`src/r2fft_pkg.sv`:
```
// ----------------------------------------------------------------------------
// r2fft_pkg
// Shared constants and types of the radix-2 FFT engine.
// ----------------------------------------------------------------------------
package r2fft_pkg;

	localparam int POINTS   = 1024;
	localparam int LMAX     = $clog2(POINTS);
	localparam int AW       = LMAX;
	localparam int CW       = AW + 1;
	localparam int TW_BITS  = 16;
	localparam int TW_F     = TW_BITS - 1;
	localparam int TW_DEPTH = POINTS / 2;
	localparam int TW_AW    = (LMAX > 1) ? LMAX - 1 : 1;
	localparam int DW       = 32;
	localparam int OW       = 27;
	localparam int BIN_W    = 10;
	localparam int LOG_W    = 4;
	localparam int SMP_W    = 16;

	localparam logic CMD_LOAD = 1'b0;
	localparam logic CMD_READ = 1'b1;

	localparam logic CFG_INVERSE = 1'b0;
	localparam logic CFG_LOG2    = 1'b1;

	typedef logic signed [DW-1:0]      word_t;
	typedef logic signed [TW_BITS-1:0] tw_t;
	typedef logic [2*DW-1:0]           cword_t;

	typedef struct packed {
		logic go;
		logic inv;
	} bf_ctl_t;

endpackage

```
`src/r2fft_bfly.sv`:
```
// ----------------------------------------------------------------------------
// r2fft_bfly
// Butterfly unit: one shared 32x16 multiplier, four products per butterfly,
// rounding and 32-bit saturation of the sum and difference.
// ----------------------------------------------------------------------------
module r2fft_bfly (
	input  logic                clk,
	input  logic                arst_n,
	input  r2fft_pkg::bf_ctl_t  ctl,
	input  r2fft_pkg::cword_t   a_word,
	input  r2fft_pkg::cword_t   b_word,
	input  r2fft_pkg::tw_t      w_cos,
	input  r2fft_pkg::tw_t      w_sin,
	output logic                done,
	output r2fft_pkg::cword_t   sum_word,
	output r2fft_pkg::cword_t   diff_word
);
	import r2fft_pkg::*;

	localparam int PW  = DW + TW_BITS;
	localparam int ACW = PW + 1;
	localparam int TRW = ACW - TW_F;
	localparam int SW  = TRW + 1;
	localparam logic [3:0] LAST_STEP = 4'd8;

	logic [3:0]               cnt_q;
	word_t                    ar_q, ai_q, xr_q, xi_q;
	tw_t                      wr_q, wi_q;
	logic signed [PW-1:0]     prod_q;
	logic signed [ACW-1:0]    accr_q, acci_q;
	logic signed [TRW-1:0]    tr_q, ti_q;
	cword_t                   sum_q, diff_q;
	word_t                    mul_a;
	tw_t                      mul_b;
	logic signed [PW-1:0]     prod;
	logic signed [ACW-1:0]    rnd_r, rnd_i;
	logic signed [SW-1:0]     s_r, s_i, d_r, d_i;

	function automatic word_t sat32(logic signed [SW-1:0] v);
		if (v > SW'(32'sh7fffffff)) begin
			return 32'sh7fffffff;
		end else if (v < -SW'(33'sh080000000)) begin
			return 32'sh80000000;
		end
		return DW'(v);
	endfunction

	always_comb begin
		case (cnt_q)
			4'd1: begin mul_a = xr_q; mul_b = wr_q; end
			4'd2: begin mul_a = xi_q; mul_b = wi_q; end
			4'd3: begin mul_a = xr_q; mul_b = wi_q; end
			default: begin mul_a = xi_q; mul_b = wr_q; end
		endcase
	end

	assign prod  = mul_a * mul_b;
	assign rnd_r = accr_q + (ACW'(1) <<< (TW_F - 1));
	assign rnd_i = acci_q + (ACW'(1) <<< (TW_F - 1));
	assign s_r   = SW'(ar_q) + SW'(tr_q);
	assign s_i   = SW'(ai_q) + SW'(ti_q);
	assign d_r   = SW'(ar_q) - SW'(tr_q);
	assign d_i   = SW'(ai_q) - SW'(ti_q);

	always_ff @(posedge clk or negedge arst_n) begin
		if (!arst_n) begin
			cnt_q <= '0;
		end else if (ctl.go) begin
			cnt_q <= 4'd1;
		end else if (cnt_q == LAST_STEP) begin
			cnt_q <= '0;
		end else if (cnt_q != 4'd0) begin
			cnt_q <= cnt_q + 4'd1;
		end
	end

	always_ff @(posedge clk) begin
		if (ctl.go) begin
			ar_q <= a_word[2*DW-1:DW];
			ai_q <= a_word[DW-1:0];
			xr_q <= b_word[2*DW-1:DW];
			xi_q <= b_word[DW-1:0];
			wr_q <= w_cos;
			wi_q <= ctl.inv ? w_sin : tw_t'(-w_sin);
		end
		prod_q <= prod;
		case (cnt_q)
			4'd2: accr_q <= ACW'(prod_q);
			4'd3: accr_q <= accr_q - ACW'(prod_q);
			4'd4: acci_q <= ACW'(prod_q);
			4'd5: acci_q <= acci_q + ACW'(prod_q);
			4'd6: begin
				tr_q <= TRW'(rnd_r >>> TW_F);
				ti_q <= TRW'(rnd_i >>> TW_F);
			end
			4'd7: begin
				sum_q  <= {sat32(s_r), sat32(s_i)};
				diff_q <= {sat32(d_r), sat32(d_i)};
			end
			default: ;
		endcase
	end

	assign done      = (cnt_q == LAST_STEP);
	assign sum_word  = sum_q;
	assign diff_word = diff_q;

endmodule

```
`config.mk`:
```
export PLATFORM = sky130hd
export DESIGN_NAME = r2fft_bfly
export DESIGN_NICKNAME = d
export VERILOG_FILES = /design/src/r2fft_pkg.sv /design/src/r2fft_bfly.sv
export SDC_FILE = /design/constraint.sdc
export NUM_CORES = 2
export LEC_CHECK = 0
export ABC_AREA = 1
export BUFFER_PORTS_ARGS = -buffer_cell sky130_fd_sc_hd__buf_2
export CAP_MARGIN = 20
export CORE_AREA = 10 10 435 437
export CTS_BUF_LIST = sky130_fd_sc_hd__clkbuf_8
export DETAILED_ROUTE_END_ITERATION = 8
export DIE_AREA = 0 0 445 447
export HOLD_SLACK_MARGIN = 0.12
export SYNTH_ARGS = -nofsm -noshare
export SYNTH_HDL_FRONTEND = slang
export SYNTH_SLANG_ARGS = --single-unit
```
`constraint.sdc`:
```
create_clock -name clk -period 8.63 [get_ports clk]
set_input_delay 1.2945 -clock clk [delete_from_list [all_inputs] [get_ports clk]]
set_output_delay 1.2945 -clock clk [all_outputs]
set_load 0.01 [all_outputs]
```
==> run_results.csv <==
group,metric,value,unit
clocking,clk_pin_slew,0.07,ns
job,cap_violations,0,
timing,final.setup.tns,0,ns
synth,synth_most_common_cell,"nand2_1",
timing,fmax,123,MHz
timing,setup_viol,0,
place,placedCellCount,9390,
timing,tightest_slew,1.19,ns
layout,nFillCells,19200,
setup_path,cp-end-kind,"flop",
setup_path,critPathKind,"flop to flop",
global_route,met1_usage,0.229,
synth,ys_ff_latch,506,
place,gp_congestion,0.978,
floorplan,start_util,0.298,
detailed_routing,wl,174000,µm
clocking,h-tree-depth,3,
status,status,"finished clean",
global_route,use_met2,0.274,
setup_path,start_kind,"flop",
synth,syn_avg_cell_area,7.87,µm²
synth,ys_seq_area_frac,0.274,
floorplan,fp.coreArea,180000,µm²
global_route,first_global_vias,45900,
detailed_routing,routed_via_density,4.72,
setup_path,reg2reg_depth,23,
floorplan,fp.dieH,447,µm
synth,synth.net_count,7833,
synth,ys_top_cells_by_count,"1574 x nand2_1, 1335 x inv_1, 758 x nor2_1",
layout,area_delta_synth_final,11.1,%
timing,post-route-min-period,8.13,ns
min_path,min_path_type,"input pin to asynchronous set/reset pin",
detailed_routing,drc,0,
detailed_routing,wl_per_cell,18.2,µm
timing,period_share,0.942,
detailed_routing,initialDrtViolationCount,3035,
clocking,cts_buffers,90,
setup_path,rrSetupSlack,0.50,ns
clocking,cts_max_path_buffers,3,
setup_path,cp.required,9.31,ns
setup_path,endpoint,"prod_q[32]",
place,io_buffers,292,
global_route,met3_usage,0.0260,
clocking,cts_tree,"done",
synth,synthCells,6824,
synth,synth_ff_type,"edfxtp_1",
global_route,top_usage_layer,"met2",
global_route,grt_max_degree,98,
clocking,numClockSinks,506,
setup_path,worstSetupStartpoint,"cnt_q[1]",
synth,mappedNetlistArea,53700,µm²
timing,rsz0062_at_grt,"false",
synth,synth.distinct_cells,58,
setup_path,cp_max_fo,16,
global_route,overflow,0,
layout,multiInputGateArea,33100,µm²
timing,slew_viol_final,0,
floorplan,dieArea,199000,µm²
global_route,antenna_found_initial,2,
timing,hold_viol,0,
detailed_routing,dr.pass1.iters,6,
timing,skew,0.0541,ns
synth,ys_async_sr_fraction,0.00791,
synth,synth_warnings,0,
setup_path,r2r_end,"prod_q[32]",
clocking,clk_latency,0.86,ns
floorplan,num_rows,156,
synth,synth_top_area_share,0.254,
synth,synth-edff-count,454,
timing,slew-limit-headroom,0.200,
detailed_routing,vias,45100,
layout,nets,8126,
setup_path,worstPathArrival,8.81,ns
floorplan,die_x,445,µm
clocking,clockRootBuffer,"clkbuf_8",
synth,synth_top_cell_by_area,"edfxtp_1",
global_route,grt_pass1_wl,266000,µm
detailed_routing,detail-route-antenna-nets,0,
layout,fin_cells,9564,
floorplan,io_pins,293,
global_route,grt.total_usage,0.171,
layout,final_layout_size_suffix_gt1_frac,0.0933,
setup_path,r2r-start,"cnt_q[1]",
synth,synth.area.top_cells,"edfxtp_1 25%, fa_1 18%, nand2_1 11%",
clocking,hold_buffers,0,
layout,seq_area,14700,µm²
place,dpl.hpwl,146000,µm
==> layout by cell type (no fill, tap or decap), drive strengths merged, types with 5 or more instances in the layout <==
cell type  count
and3           9
o21a           7
nor3          84
nand3b         5
clkbuf        96
a21o          13
fa           492
inv         1398
a21boi        12
nor2         775
dfxtp         48
a21oi        337
buf          354
o21ai        333
nand4         67
a31oi         33
xnor2         95
xor2         184
clkinvlp       6
edfxtp       454
nand3        219
o21bai        59
nand2       1663
nor4          19
or2           12
clkinv        34
ha           353
==> worst max-delay path, stage by stage, from the launching register on <==
cell and delay, ns:
dfrtp_1 0.42, inv_1 0.11, ha_1 0.45, o21ai_2 0.37
o21ai_1 1.02, clkinv_1 0.67, nor2_1 0.37, fa_1 0.51
ha_1 0.20, inv_1 0.06, fa_1 0.43, fa_1 0.54
inv_1 0.05, fa_1 0.49, fa_1 0.42, ha_1 0.35
nand2_1 0.14, nor2_1 0.06, nor2_1 0.22, nor2_1 0.07
o21ai_0 0.16, nand3_1 0.19, a31oi_1 0.24, xor2_1 0.42
==> logic make-up after synthesis <==
family,after synthesis,synth area share
compound gates,813,0.0838
xor+xnor,279,0.0455
fa+ha+maj,845,0.266
buf+inv,1524,0.112
flops,506,0.274
mux,1,0.000186
simple gates,2856,0.219
==> timing repair <==
item | in CTS | in global routing
buffers inserted | 0 | 4
endpoints found under the setup margin | 0 | 5
resized for setup | 0 | 3
==> layout make-up <==
| type | instances | area share |
|---|---|---|
| repair buffers | 355 | 0.0329 |
| clock buffers | 95 | 0.0219 |
| flip-flops and latches | 506 | 0.246 |
| diodes | 1 | 0.0000419 |
| inverters | 1369 | 0.0861 |
| multi-input cells | 4795 | 0.554 |
| well taps | 2370 | 0.0497 |
| clock inverters | 73 | 0.00864 |
==> routing by layer <==
metal  wire length (µm)  share of wire
met1              79100           0.45
met2              76600           0.44
met3              10700          0.062
met4               7790          0.045
met5                  0              0
==> registers in the layout, summed over array words and instances (netlist names) <==
signal / count
diff_word: 64
sum_word: 64
acci_q: 49
accr_q: 49
prod_q: 48
ti_q: 34
tr_q: 34
ai_q: 32
ar_q: 32
xi_q: 32
xr_q: 32
wi_q: 16
wr_q: 16
cnt_q: 4
==> worst min path at each step <==
| stage | start | slack [ns] | to | cells past startpoint |
|---|---|---|---|---|
| detailed placement | cnt_q[0] | 0.56 | cnt_q[0] | 2 |
| CTS | arst_n | 0.23 | cnt_q[0] | 1 |
| global route | arst_n | 0.25 | cnt_q[0] | 1 |
| floorplan | cnt_q[0] | 0.52 | cnt_q[0] | 2 |
| global placement | cnt_q[0] | 0.53 | cnt_q[0] | 2 |
| finish | arst_n | 0.29 | cnt_q[0] | 1 |
==> through the flow <==
stage,cell area [µm²],utilization,hold slack [ns],setup slack (ns)
2_1_floorplan,53700,-,0.516,1.27
5_1_grt,59700,0.331,0.254,0.0468
3_3_place_gp,57800,0.321,0.534,0.603
3_5_place_dp,57800,0.321,0.564,0.520
4_1_cts,59600,0.331,0.228,0.497
6_report,59700,0.331,0.294,0.504
Power is not shown: default switching activity piles up to over one toggle a cycle in this logic, so the estimate is an artifact.
